==> src/hw/rtl/ship_rrip_stream_replacement_unit_assert.svh <==
// Assertion macros used by the replacement unit back end RTL.
`ifndef SHIP_RRIP_STREAM_REPLACEMENT_UNIT_ASSERT_SVH
`define SHIP_RRIP_STREAM_REPLACEMENT_UNIT_ASSERT_SVH

// same-cycle implication
`define SRRIP_ASSERT_NOW(lbl, ante, cons, msg) \
  lbl: assert property (@(posedge clk) disable iff (!rst_n) (ante) |-> (cons)) \
    else $error(msg);

// next-cycle implication
`define SRRIP_ASSERT_NEXT(lbl, ante, cons, msg) \
  lbl: assert property (@(posedge clk) disable iff (!rst_n) (ante) |=> (cons)) \
    else $error(msg);

`endif

==> src/hw/rtl/srrip_pkg.sv <==
// Shared types and constants of the RRIP replacement unit.
`default_nettype none
package srrip_pkg;

  localparam logic [1:0] RRPV_TOP = 2'd3;
  localparam logic [1:0] NEAR_INS = 2'd0;
  localparam logic [1:0] FAR_INS  = 2'd2;
  localparam logic [1:0] CNT_TOP  = 2'd3;
  localparam logic [1:0] CNT_INIT = 2'd1;

  localparam logic OP_VICTIM = 1'b0;
  localparam logic OP_UPDATE = 1'b1;

  localparam logic REG_REUSE_THR  = 1'b0;
  localparam logic REG_STREAM_TOL = 1'b1;

  localparam int unsigned LEAD_A_MUL = 37;
  localparam int unsigned LEAD_B_MUL = 71;
  localparam int unsigned LEAD_B_OFF = 13;

  typedef enum logic [1:0] {
    KIND_FOLLOW = 2'd0,
    KIND_SHIP   = 2'd1,
    KIND_BRRIP  = 2'd2
  } leader_kind_t;

  typedef struct packed {
    logic [1:0] reuse_threshold;
    logic [1:0] stream_tolerance;
  } cfg_t;

  typedef struct packed {
    logic clearing;
  } back_status_t;

endpackage
`default_nettype wire

==> src/hw/rtl/srrip_front.sv <==
// Front end: beat acceptance, set/way reduction, signature and leader classification.
`default_nettype none
module srrip_front #(
  parameter int SETS         = 2048,
  parameter int WAYS         = 16,
  parameter int LEAD_SET_CNT = 32,
  parameter int SIG_BITS     = 6,
  parameter int ENT_W        = 100
) (
  input  wire logic                     in_tvalid,
  output logic                          in_tready,
  input  wire logic [1:0]               in_tuser,
  input  wire logic [143:0]             in_tdata,
  input  wire logic                     q_full,
  input  wire srrip_pkg::back_status_t  status,
  output logic                          push,
  output logic [ENT_W-1:0]              push_data
);
  import srrip_pkg::*;

  localparam int SET_BITS = $clog2(SETS);
  localparam int WAY_BITS = $clog2(WAYS);

  typedef struct packed {
    logic                op;
    logic                hit;
    leader_kind_t        kind;
    logic [SET_BITS-1:0] set;
    logic [WAY_BITS-1:0] way;
    logic [SIG_BITS-1:0] sig;
    logic [63:0]         addr;
  } ent_t;

  logic [SET_BITS-1:0]     set_s;
  logic [LEAD_SET_CNT-1:0] hit_a;
  logic [LEAD_SET_CNT-1:0] hit_b;
  leader_kind_t            kind;
  ent_t                    ent;

  assign set_s = SET_BITS'(in_tdata[10:0]);

  for (genvar i = 0; i < LEAD_SET_CNT; i++) begin : g_lead
    localparam int unsigned LA = (i * LEAD_A_MUL) % SETS;
    localparam int unsigned LB = (i * LEAD_B_MUL + LEAD_B_OFF) % SETS;
    assign hit_a[i] = (set_s == SET_BITS'(LA));
    assign hit_b[i] = (set_s == SET_BITS'(LB));
  end

  always_comb begin
    kind = KIND_FOLLOW;
    for (int i = 0; i < LEAD_SET_CNT; i++) begin
      if (kind == KIND_FOLLOW && hit_a[i]) kind = KIND_SHIP;
      if (kind == KIND_FOLLOW && hit_b[i]) kind = KIND_BRRIP;
    end
  end

  always_comb begin
    ent.op   = in_tuser[0];
    ent.hit  = in_tuser[1];
    ent.kind = kind;
    ent.set  = set_s;
    ent.way  = WAY_BITS'(in_tdata[14:11]);
    ent.sig  = in_tdata[15+2+:SIG_BITS] ^ SIG_BITS'(set_s);
    ent.addr = in_tdata[142:79];
  end

  assign in_tready = !q_full && !status.clearing;
  assign push      = in_tvalid && in_tready;
  assign push_data = ent;

endmodule
`default_nettype wire

==> config.mk <==
export PLATFORM = sky130hd
export DESIGN_NAME = srrip_front
export DESIGN_NICKNAME = d
export VERILOG_FILES = /design/src/hw/rtl/ship_rrip_stream_replacement_unit_assert.svh /design/src/hw/rtl/srrip_pkg.sv /design/src/hw/rtl/srrip_front.sv
export SDC_FILE = /design/constraint.sdc
export NUM_CORES = 1
export LEC_CHECK = 0
export ABC_AREA = 0
export BUFFER_PORTS_ARGS = -buffer_cell sky130_fd_sc_hd__buf_2
export CAP_MARGIN = 20
export CORE_AREA = 5 5 94 96
export DETAILED_ROUTE_END_ITERATION = 7
export DIE_AREA = 0 0 99 101
export GPL_ROUTABILITY_DRIVEN = 0
export PLACE_DENSITY_LB_ADDON = 0.2
export RECOVER_POWER = 25
export SLEW_MARGIN = 30
export SYNTH_ARGS = -nofsm -noshare
export SYNTH_HDL_FRONTEND = slang
export SYNTH_SLANG_ARGS = --single-unit
==> constraint.sdc <==
create_clock -name vclk -period 4.7
set_clock_uncertainty 0.2 [all_clocks]
set_input_delay 0.94 -clock vclk [all_inputs]
set_output_delay 0.94 -clock vclk [all_outputs]
set_load 0.01 [all_outputs]
Word-level counts from Yosys, hierarchy flattened
Index checks and enable logic that the tools add are counted.
{ "word_totals": {"romBits": 0, "latch_bits": 0, "n_memories": 0, "ff_bits": 0, "input_bits": 149, "ram_bits": 0, "output_inout_bits": 102} }
{ "classes": {"bitwise": 1, "mux": 64, "n_shift": 0, "n_addsub": 0, "order_cmp": 0, "div_mod_pow": 0, "eq_ne": 63, "n_reduce_logical": 131, "mul": 0} }
{ "ops": {"columns": ["operator", "count"], "rows": [
  ["== test 11 x 10 -> 1 bit (second input constant)", 21],
  ["== test 11 bit (second input constant)", 18],
  ["zero test 2 bit", 63],
  ["2-to-1 mux 2 bit", 63],
  ["== test 11 x 9 -> 1 bit (second input constant)", 11],
  ["== test 11 x 8 -> 1 bit (second input constant)", 6],
  ["logical AND 1 bit", 65],
  ["== test 11 x 7 -> 1 bit (second input constant)", 4],
  ["== test 11 x 4 -> 1 bit (second input constant)", 1],
  ["== test 11 x 5 -> 1 bit (second input constant)", 1],
  ["== test 11 x 6 -> 1 bit (second input constant)", 1],
  ["zero test 11 bit", 1],
  ["XOR 6 bit", 1],
  ["zero test 1 bit", 2],
  ["2-to-1 mux 1 bit", 1]
]} }

Longest topological paths before layout
{ "depth": {"ltp_word": 191, "ltp_mapped": 8, "ltp_nobuf": 5} }

Worst setup path before layout
OpenSTA, ideal clock, no wires.
{ "synth_path": {"path_type": "input-to-output", "from": "input in_tdata[5]", "to": "output push_data[85]", "t_required_ns": 3.560, "path_buffers": 3, "slack_ns": 1.558, "stages": 7, "arrival_ns": 2.002, "path_cell_list": "buf_6 buf_6 buf_4 a32oi_1 o22ai_1 nor4_1 nand4_1"} }
{ "synth_between": {"elab_chain_len": 191, "word_cells_on_any_way": 254, "cone_classes": "eq/ne: 63; mux: 64; reduce/logical: 127"} }
{ "synth_lines": {"columns": ["item", "line", "rtl"], "rows": [
  ["from (decl)", "srrip_front.sv:13", "input wire logic [143:0] in_tdata,"],
  ["zero test 11 bit", "srrip_front.sv:45", "assign hit_a[i] = (set_s == SET_BITS'(LA));"],
  ["2-to-1 mux 1 bit", "srrip_front.sv:52", "if (kind == KIND_FOLLOW && hit_a[i]) kind = KIND_SHIP;"],
  ["zero test 2 bit", "srrip_front.sv:53", "if (kind == KIND_FOLLOW && hit_b[i]) kind = KIND_BRRIP;"],
  ["logical AND 1 bit", "srrip_front.sv:53", null],
  ["2-to-1 mux 2 bit", "srrip_front.sv:53", null],
  ["zero test 2 bit", "srrip_front.sv:52", null],
  ["logical AND 1 bit", "srrip_front.sv:52", null],
  ["2-to-1 mux 2 bit", "srrip_front.sv:52", null],
  ["[... 175 more ...]", null, null],
  ["logical AND 1 bit", "srrip_front.sv:53", null],
  ["2-to-1 mux 2 bit", "srrip_front.sv:53", null],
  ["zero test 2 bit", "srrip_front.sv:52", null],
  ["logical AND 1 bit", "srrip_front.sv:52", null],
  ["2-to-1 mux 2 bit", "srrip_front.sv:52", null],
  ["zero test 2 bit", "srrip_front.sv:53", null],
  ["logical AND 1 bit", "srrip_front.sv:53", null],
  ["2-to-1 mux 2 bit *", "srrip_front.sv:53", null],
  ["to (decl)", "srrip_front.sv:17", "output logic [ENT_W-1:0] push_data"]
]} }
Every way passes the cells marked *; elsewhere a longest branch is shown, timed or not.

Final worst setup path
Same ends and word-level chain as after synthesis.

==> metrics.yaml <==
outcome: "complete, no violations"
slew_viol_final: 0
worstSetupPathType: "input port to primary output"
grt_pass1_vias: 1576
fmax_mhz: 258.2
yosysWarnings: 0
leakage_nw: 0.5103
yosysUniqueCellTypes: 47
crit_path_end: "push_data[85]"
synth_fa_ha_area_frac: 0
setup_viol: 0
drt_iter0_drc: 280
antenna_found_initial: 0
cp_common_cell: "buf_2"
netlist_top_cells_area: "buf_4, nand3_1, nand4_1, buf_2, a21oi_1"
syn-instance-count: 288
instances_no_fill: 329
final_nets: 375
fp-row-count: 33
dp.cells: 329
dieArea_um2: 9999
viasPerCell: 5.404
cts_resized: 0
antenna_cells: 0
drive_gt1_frac: 0.2277
critPathLaunch: "in_tdata[5]"
final_common_cell: "buf_2"
overflow: 0
io_buffer_count: 41
io_pins: 251
dpl.hpwl_um: 4032
synth_top_family_by_area: "buffers and inverters"
cp_max_fo: 29
cp-end-kind: "primary output"
crit_path_start_kind: "input port"
crit_slowest_cell: "buf_2"
routed_wirelength_um: 5695
avgRoutedWirePerCell_um: 17.31
postCtsSetupRepairBufs: 0
peakVddDrop_mv: 0.02458
slew_headroom: 0.5877
yosys.area.top_type: "buf_4"
vias: 1778
p_per_area_nw_per_um2: 72.48
ff_latch_area_um2: 0
design.seq.count: 0
grt_pass1_wl_um: 8631
synth-xor-area-share: 0.02711
muxShareOfSynthArea: 0
setup_tns_ps: 0
cap_viol_max_count: 0
path_cells: "buf_2 > and2b_2 > a32oi_1 > o22ai_1 > nor4_1 > nand4_1 > buf_2"
tightest_slew_ps: 617.0
hp-class: "input port to primary output"
ys_seq_area_frac: 0
fillers: 905
die_h_um: 101
hold_violations: 0
period_minus_slack_ps: 3874
ant_nets: 0
synth.avg_cell_area_um2: 6.730
synth-simple-area-share: 0.4009
syn2layout_area_growth_pct: -23.89
drc: 0
critical_path.max_stage_delay_ps: 410
mostFrequentLayoutCells: "buf_2, nand3_1, nand4_1"
core_um2: 7969
grt_max_degree: 33
die_w_um: 99
initial_utilization: 0.2432
cts_hold_buf: 0
timing.final.crit_share: 0.8242
rsz0062_at_grt: "false"
clockBufferCount: 0
dr.pass1.iters: 7
critPathArrivalTime_ps: 2730
grt.total_usage: 0.1040
synth-compound-area-share: 0.1285
crit_required_ps: 3560
syn-cell-area_um2: 1938
hold_path_depth: 0
synth.top_cell.area_share: 0.3757
## power by group
part / total, mW / internal (mW) / switching [mW]
registers: 0 / 0 / 0
logic: 0.107 / 0.0337 / 0.0732
clock network: 0 / 0 / 0
total: 0.107 / 0.0337 / 0.0732
## layout make-up
class | instances | area (um2) | share of cell area
repair buffers | 41 | 205.2 | 0.1391
inverters | 5 | 18.77 | 0.01272
multi-input cells | 178 | 1120 | 0.7591
well taps | 105 | 131.4 | 0.08906
## critical path: cells and delay by family
family                 cells  cell delay, ps
buffers and inverters      2             580
and+or+nand+nor            3             820
AOI/OAI and AO/OA          2             390
## stage by stage
step	instance area (um2)	util	hold slack, ps	worst slack [ps]	power [mW]
floorplan	1976	-	1727	1558	0.1487
global placement	1475	0.1851	1680	798.9	0.1084
detailed placement	1475	0.1851	1680	863.9	0.1056
CTS	1475	0.1851	1680	851.9	0.1058
global route	1475	0.1851	1680	676.4	0.1165
finish	1475	0.1851	1680	826.4	0.1069
## worst min path at each step
stage,from,end,slack [ps]
6_report,in_tdata[89],push_data[10],1680
5_1_grt,in_tdata[92],push_data[13],1680
4_1_cts,in_tdata[91],push_data[12],1680
3_5_place_dp,in_tdata[91],push_data[12],1680
3_3_place_gp,in_tdata[91],push_data[12],1680
2_1_floorplan,q_full,in_tready,1730
## synthesized netlist by cell type (all sizes together), types with 5 or more instances
cell and count:
nor2b 11, nand4 14, nor4b 5, inv 5, nor3b 6, a22oi 5, nand2 11, nor4 6
nor2 13, nor3 7, nand3b 5, a21oi 12, nand3 22, and2 5, buf 115, xor2 6
## logic make-up (layout without fill, tap and decap cells)
family / Yosys count / after routing
xor+xnor: 6 / 6
other cells: 1 / 11
compound gates: 36 / 36
simple gates: 125 / 125
buf+inv: 120 / 46
## metal layers
layer  vias up  share of wire  global-route usage  wire, um
li1        798              -                   -         -
met1       824           0.42              0.1456      2417
met2       134           0.42              0.1534      2394
met3        22           0.13             0.02907       749
met4         0          0.024             0.03256       134
met5         -              0                   0         0
Power figures use the tool's default switching activity.
