$ cat src/hw/rtl/ship_rrip_stream_replacement_unit_assert.svh
// Assertion macros used by the replacement unit back end RTL.
`ifndef SHIP_RRIP_STREAM_REPLACEMENT_UNIT_ASSERT_SVH
`define SHIP_RRIP_STREAM_REPLACEMENT_UNIT_ASSERT_SVH

// same-cycle implication
`define SRRIP_ASSERT_NOW(lbl, ante, cons, msg) \
  lbl: assert property (@(posedge clk) disable iff (!rst_n) (ante) |-> (cons)) \
    else $error(msg);

// next-cycle implication
`define SRRIP_ASSERT_NEXT(lbl, ante, cons, msg) \
  lbl: assert property (@(posedge clk) disable iff (!rst_n) (ante) |=> (cons)) \
    else $error(msg);

`endif

$ cat src/hw/rtl/srrip_fifo.sv
// Two-entry queue between front and back.
`default_nettype none
module srrip_fifo #(
  parameter int W = 100
) (
  input  wire logic         clk,
  input  wire logic         rst_n,
  input  wire logic         push,
  input  wire logic [W-1:0] push_data,
  output logic              full,
  input  wire logic         pop,
  output logic [W-1:0]      pop_data,
  output logic              not_empty
);
  logic [W-1:0] buf_r [2];
  logic         wp_r, rp_r;
  logic [1:0]   cnt_r;

  always_ff @(posedge clk) begin
    if (!rst_n) begin
      wp_r  <= 1'b0;
      rp_r  <= 1'b0;
      cnt_r <= 2'd0;
    end else begin
      if (push) wp_r <= !wp_r;
      if (pop) rp_r <= !rp_r;
      cnt_r <= cnt_r + 2'(push) - 2'(pop);
    end
  end

  always_ff @(posedge clk) begin
    if (push) buf_r[wp_r] <= push_data;
  end

  assign pop_data  = buf_r[rp_r];
  assign full      = cnt_r[1];
  assign not_empty = (cnt_r != 2'd0);

endmodule
`default_nettype wire

$ cat config.mk
export PLATFORM = sky130hd
export DESIGN_NAME = srrip_fifo
export DESIGN_NICKNAME = d
export VERILOG_FILES = /design/src/hw/rtl/ship_rrip_stream_replacement_unit_assert.svh /design/src/hw/rtl/srrip_fifo.sv
export SDC_FILE = /design/constraint.sdc
export NUM_CORES = 1
export LEC_CHECK = 0
export BUFFER_PORTS_ARGS = -buffer_cell sky130_fd_sc_hd__buf_2
export CORE_ASPECT_RATIO = 2
export CORE_MARGIN = 1
export CORE_UTILIZATION = 43
export DETAILED_ROUTE_END_ITERATION = 8
export PLACE_DENSITY = 0.67
export SLEW_MARGIN = 20
export SYNTH_ARGS = -nofsm -noshare
export SYNTH_HDL_FRONTEND = slang
export SYNTH_SLANG_ARGS = --single-unit
export TNS_END_PERCENT = 20
$ cat constraint.sdc
create_clock -name clk -period 19.3 [get_ports clk]
set_input_delay 3.86 -clock clk [delete_from_list [all_inputs] [get_ports clk]]
set_output_delay 3.86 -clock clk [all_outputs]
set_load 0.01 [all_outputs]
[Word level (Yosys, flattened, before mapping)]
Memories as Yosys holds them, arrays and structs flattened. A register that Yosys moved wholly into a read port is not among the register bits.
Index checks and enable logic that the tools add are counted.
Storage, ports and cells
  register bits: 4
  bits in latches: 0
  bits in writable memories: 200
  bits in read-only memories: 0
  bits of input ports: 104
  output and inout bits: 102
  memories: 1
Memories
  buf_r: words 2, width 100, rd ports 1, clocked after memory_dff 1, wr ports 1, RTL line srrip_fifo.sv:15  | logic [W-1:0] buf_r [2];
Operators by class
  $add $sub $neg: 2
  $mul: 0
  divide/modulo/power cells: 0
  magnitude comparators: 0
  equality and inequality tests: 0
  shift operators: 0
  mux-type cells: 4
  bitwise logic cells: 0
  reduce and logical (&&, ||, !) cells: 3
Operators by type and width (number)
  $mux 1: 4
  $add 2x1->2: 1
  $logic_not 1->1: 2
  $reduce_bool 2->1: 1
  $sub 2x1->2: 1

[Logic depth before layout (Yosys ltp)]
Gate-level depths: netlist of the first run.
  depth in word-level cells: 3
  mapped depth: 6

[Worst setup path after synthesis of the first run]
OpenSTA, ideal clock, no wires.
  path type: input to register
  from: input push
  to: memory buf_r[0][0], enable pin
  data arrival time: 8.243 ns
  data required time: 18.728 ns
  slack: 10.485 ns
  stages on the path: 1
  cell sequence: nor2b_1
Between the ends
  longest elaborated chain between the ends: 2
RTL lines
  from (decl): RTL line srrip_fifo.sv:8  | input wire logic push,
  $mux 1: RTL line srrip_fifo.sv:32  | if (push) buf_r[wp_r] <= push_data;
  $mux 1 (implied by the code): RTL line srrip_fifo.sv:32
  to (decl): RTL line srrip_fifo.sv:15
No other way between the ends.

==> results of run 1 <==
area by class of cell:
cell class	count	share of cell area, %
sequential	205	63.61
antenna	5	0.1303
tap	216	2.814
clock buffer	21	5.029
clock inverter	11	0.4950
timing repair buffer	208	10.92
inverter	2	0.07817
multi-input combinational	113	16.92
per-stage QoR:
step / setup WS [ps] / cells / hold slack, ps / cell area (µm²)
global route: 12420 / 781 / 619.2 / 9604
CTS: 12500 / 776 / 595.0 / 9592
detailed placement: 13000 / 744 / 583.4 / 9061
global placement: 13050 / 744 / 570.3 / 9061
floorplan: 10480 / 331 / 554.6 / 7940
finish: 12560 / 781 / 594.3 / 9604
where the power goes:
part	switching (mW)	total, mW	internal [mW]	leakage (nW)
combinational	0.0513	0.113	0.0617	1.64
clock	0.145	0.324	0.179	0.265
sequential	0.0116	0.527	0.515	1.92
worst min-delay path: cells and delay by family (launching register included):
kind	cells	cell delay (ps)
and+or+nand+nor	1	150
xor gates and xnor gates	1	80
DFF	1	320
worst paths after layout:
check | endpoint | slack [ps] | depth (start not counted) | from
hold reg to reg | rp_r$_SDFFE_PN0P_ | 590 | 2 | rp_r$_SDFFE_PN0P_
setup reg to reg | buf_r[0][73]$_DFFE_PP_ | 16860 | 2 | wp_r$_SDFFE_PN0P_
setup / recovery | pop_data[52] | 12560 | 3 | register
hold / removal | rp_r$_SDFFE_PN0P_ | 590 | 2 | rp_r$_SDFFE_PN0P_
registers in the layout, summed over array words and instances (netlist names), named ones only:
| register | cells |
|---|---|
| buf_r | 200 |
| cnt_r | 2 |
| wp_r | 1 |
| rp_r | 1 |
kinds of logic (layout without fill, tap and decap cells):
logic type,count (synthesis),in the layout,share of synthesized area [%]
AND/OR/NAND/NOR,8,8,0.6303
XOR/XNOR,2,2,0.3939
AO/OA/AOI/OAI,1,1,0.09458
multiplexers,100,100,18.91
other,0,5,0
flip-flops,205,205,76.90
buffers and inverters,13,242,2.758
adder cells (fa/ha/maj),2,2,0.3151
routing by layer:
layer	global-route usage, %	wire [µm]	part of all wire [%]
met3	2.920	838	5.8
met5	0	0	0
met1	14.61	4749	33
met2	28.38	8270	57
met4	9.315	656	4.5
synth_stat cells:
cell      number  area (µm²)
and2_1         4       25.02
o21a_1         1       7.510
mux2_4       100        1501
ha_1           2       25.02
edfxtp_1     200        6006
buf_6          1       11.26
inv_1          2       7.510
nor2b_1        3       18.77
xor2_1         1       8.760
dfxtp_1        5       100.1
buf_12        10       200.2
xnor3_1        1       22.52
or2_2          1       6.260
==> impl_metrics.tcl, run 1 <==
set metrics [dict create \
    num_io_pins 206 \
    slowest_stage "dfxtp_4" \
    coreArea_um2 18220 \
    drive_above_1_share_pct 60.00 \
    worstPathArrival_ps 2880 \
    clk_path_buf_depth 3 \
    critPathKind "reg2out" \
    cts_hold_buf 0 \
    totalNegativeSetupSlack_ps 0 \
    die_h_um 194.2 \
    final_common_cell "buf_2" \
    ir_drop_mv 0.08459 \
    dr.pass1.iters 6 \
    detailedRoute.firstIterationViolations 128 \
    synth_nets 437 \
    vias 3824 \
    cpPeakStageDelay_ps 950 \
    syn2layout_area_growth_pct 20.96 \
    routedWlPerCell_um 18.58 \
    period_needed_ps 6742 \
    dp_hpwl_mm 9.879 \
    routed_wl_mm 14.51 \
    worstHoldPathType "reg2reg" \
    fin_util_pct 52.72 \
    violations "DRC" \
    power_uw 963.1 \
    nFillCells 1508 \
    rows 70 \
    clkTransAtPathRegs_ps 60 \
    crit_family "buffers and inverters" \
    syn_area_um2 7940 \
    grt_pass1_vias 4087 \
    p_leak_nw 3.829 \
    start_kind "register" \
    max_freq_ghz 0.1483 \
    synthDistinctLibCells 13 \
    cts_inserted_buffers 18 \
    hold_viol_final 0 \
    pwr_density_cell_nw_per_um2 100.3 \
    gp_congestion 0.7601 \
    path_cells "buf_4 -> mux2_4 -> buf_2" \
    synthCells 331 \
    grt_pass1_wl_mm 21.65 \
    nNetsFinal 654 \
    grt_max_degree 67 \
    ys_seq_area_share_pct 76.90 \
    cts_resized 0 \
    status "finished with violations" \
    die_w_um 98.09 \
    port_buffers 205 \
    worstPathRequired_ps 15440 \
    vias_per_cell 4.896 \
    cts_tree "yes" \
    die_area_um2 19050 \
    yosysWarnings 0 \
    post-route-drc-count 14 \
    ant_nets 0 \
    fin_skew_ps 6.954 \
    slew_viol_final 0 \
    cts_setup_buffers 0 \
    grt_overflow 0 \
    ys_ff_latch 205 \
    clk_latency_ps 470 \
    htreeDepth 1 \
    antenna_found_initial 5 \
    cts-root-buf "clkbuf_16" \
    cts_sinks 205 \
    grt_usage_pct 15.03 \
    cp-end-kind "output pin" \
    synth.avg_cell_area_um2 23.99 \
    layout_common_cells "205 x buf_2, 200 x edfxtp_1, 100 x mux2_4" \
    period_share_pct 34.93 \
    path_buf_inv 2 \
    initial_core_util_pct 43.59 \
    regArea_um2 6110 \
    tightestPinTransition_ps 1045 \
    crit_fanout 52 \
    cap_violations 0 \
    multi_input_area_um2 1625 \
    relSlewSlack_pct 30.22 \
    setup_viol 0 \
    rsz0062_at_grt "false" \
]
No activity file was read; power rests on OpenSTA's default activity.
==> run 2, diff against run 1 <==
clock period = 6.72 ns   (was 19.3 ns; I/O delays follow)
==> impl_metrics.tcl, run 2 (synthesis gave the netlist of run 1 again) <==
set metrics [dict create \
    worstPathArrival_ps 2160 \
    regArea_um2 6110 \
    largest-register "buf_r" \
    crit_fanout 58 \
    routedWlPerCell_um 18.54 \
    dp_hpwl_mm 10.10 \
    post-route-cell-area_um2 9649 \
    cts_hold_buf 0 \
    period_needed_ps 3505 \
    rsz0062_at_grt "false" \
    ant_nets 0 \
    cts_resized 0 \
    multi_input_area_um2 1625 \
    tightestPinTransition_ps 1057 \
    clk_latency_ps 480 \
    detailedRoute.firstIterationViolations 128 \
    die_h_um 194.2 \
    rows 70 \
    relSlewSlack_pct 29.55 \
    cts_setup_buffers 0 \
    violations "DRC" \
    max_freq_ghz 0.2853 \
    post-route-drc-count 14 \
    antenna_found_initial 6 \
    routed_wl_mm 14.52 \
    critPathKind "reg2out" \
    grt_usage_pct 15.24 \
    cts_tree "yes" \
    holdPathStages 2 \
    path_buf_inv 2 \
    die_w_um 98.09 \
    worstPathRequired_ps 5380 \
    layout_common_cells "205 x buf_2, 200 x edfxtp_1, 100 x mux2_4" \
    dp.cells 746 \
    cts-root-buf "clkbuf_16" \
    dr.pass1.iters 6 \
    clk_path_buf_depth 3 \
    grt_pass1_vias 4170 \
    power_mw 2.821 \
    hold_viol_final 0 \
    placed_area_um2 9076 \
    p_leak_nw 3.844 \
    gp_congestion 0.7455 \
    fin_skew_ps 9.554 \
    totalNegativeSetupSlack_ps 0 \
    cts_inserted_buffers 19 \
    htreeDepth 1 \
    status "finished with violations" \
    vias_per_cell 4.853 \
    die_area_um2 19050 \
    layoutNonFillerInstCount 783 \
    cpPeakStageDelay_ps 800 \
    pre_cts_slack_ps 3413 \
    path_cells "buf_4 -> mux2_4 -> buf_2" \
    largest_registers "buf_r: 200 flops, cnt_r: 2 flops" \
    slew_viol_final 0 \
    setup_viol 0 \
    coreArea_um2 18220 \
    cap_violations 0 \
    initial_core_util_pct 43.59 \
    fin_util_pct 52.97 \
    clkTransAtPathRegs_ps 60 \
    ir_drop_mv 0.2337 \
    vias 3800 \
    worstHoldPathType "reg2reg" \
    nNetsFinal 657 \
    syn2layout_area_growth_pct 21.53 \
    drive_above_1_share_pct 60.25 \
    final_common_cell "buf_2" \
    crit_family "buffers and inverters" \
    start_kind "register" \
    grt_max_degree 59 \
    nFillCells 1486 \
    slowest_stage "buf_4" \
    worstRegToRegCells 2 \
    grt_pass1_wl_mm 21.94 \
    cts_sinks 205 \
    timing.hold.ws_ps 569.7 \
    regToRegEndpoint "buf_r[1][64]$_DFFE_PP_" \
    cp-end-kind "output pin" \
    period_share_pct 52.16 \
    pwr_density_cell_nw_per_um2 292.4 \
    r2r_slack_ps 4610 \
    hold_start "rp_r$_SDFFE_PN0P_" \
    layout_setup_ws_ps 3215 \
    largest_reg_flops 200 \
    reg2reg_from "wp_r$_SDFFE_PN0P_" \
    port_buffers 205 \
    grt_overflow 0 \
    num_io_pins 206 \
]
==> run 2: routing by layer <==
metal  vias to the layer above  share of wire, %  global-route usage (%)
li1                       1757                 -                       -
met1                      1853                31                   14.09
met2                       141                57                   29.60
met3                        49               5.9                   2.920
met4                         0               5.5                   9.315
met5                         -                 0                       0
==> run 2: how the worst max path moves through the flow <==
| stage | from | endpoint | slack (ps) | cells past startpoint |
|---|---|---|---|---|
| 5_1_grt | register | pop_data[79] | 3110 | 3 |
| 2_1_floorplan | push | buf_r[0][0]$_DFFE_PP_ | 420 | 1 |
| 3_3_place_gp | push | buf_r[0][36]$_DFFE_PP_ | 3440 | 4 |
| 3_5_place_dp | push | buf_r[0][54]$_DFFE_PP_ | 3410 | 4 |
| 4_1_cts | register | pop_data[20] | 3160 | 3 |
| 6_report | register | pop_data[79] | 3210 | 3 |
==> run 2: worst min-delay path: cells and delay by family, from the launching register on <==
| kind | cells | cell delay (ps) |
|---|---|---|
| simple gates | 1 | 140 |
| xor+xnor | 1 | 70 |
| flops | 1 | 320 |
==> run 2: power breakdown <==
part | internal [mW] | leakage, nW | switching, mW
sequential | 1.48 | 1.92 | 0.0179
combinational | 0.178 | 1.65 | 0.162
clock | 0.555 | 0.271 | 0.429
total | 2.21 | 3.84 | 0.609
==> run 2: layout make-up <==
type / count / area share (%)
multi-input combinational: 113 / 16.84
clock buffer: 22 / 5.044
sequential: 205 / 63.32
clock inverter: 9 / 0.7391
timing repair buffer: 210 / 11.02
antenna: 6 / 0.1556
tap: 216 / 2.801
inverter: 2 / 0.07780
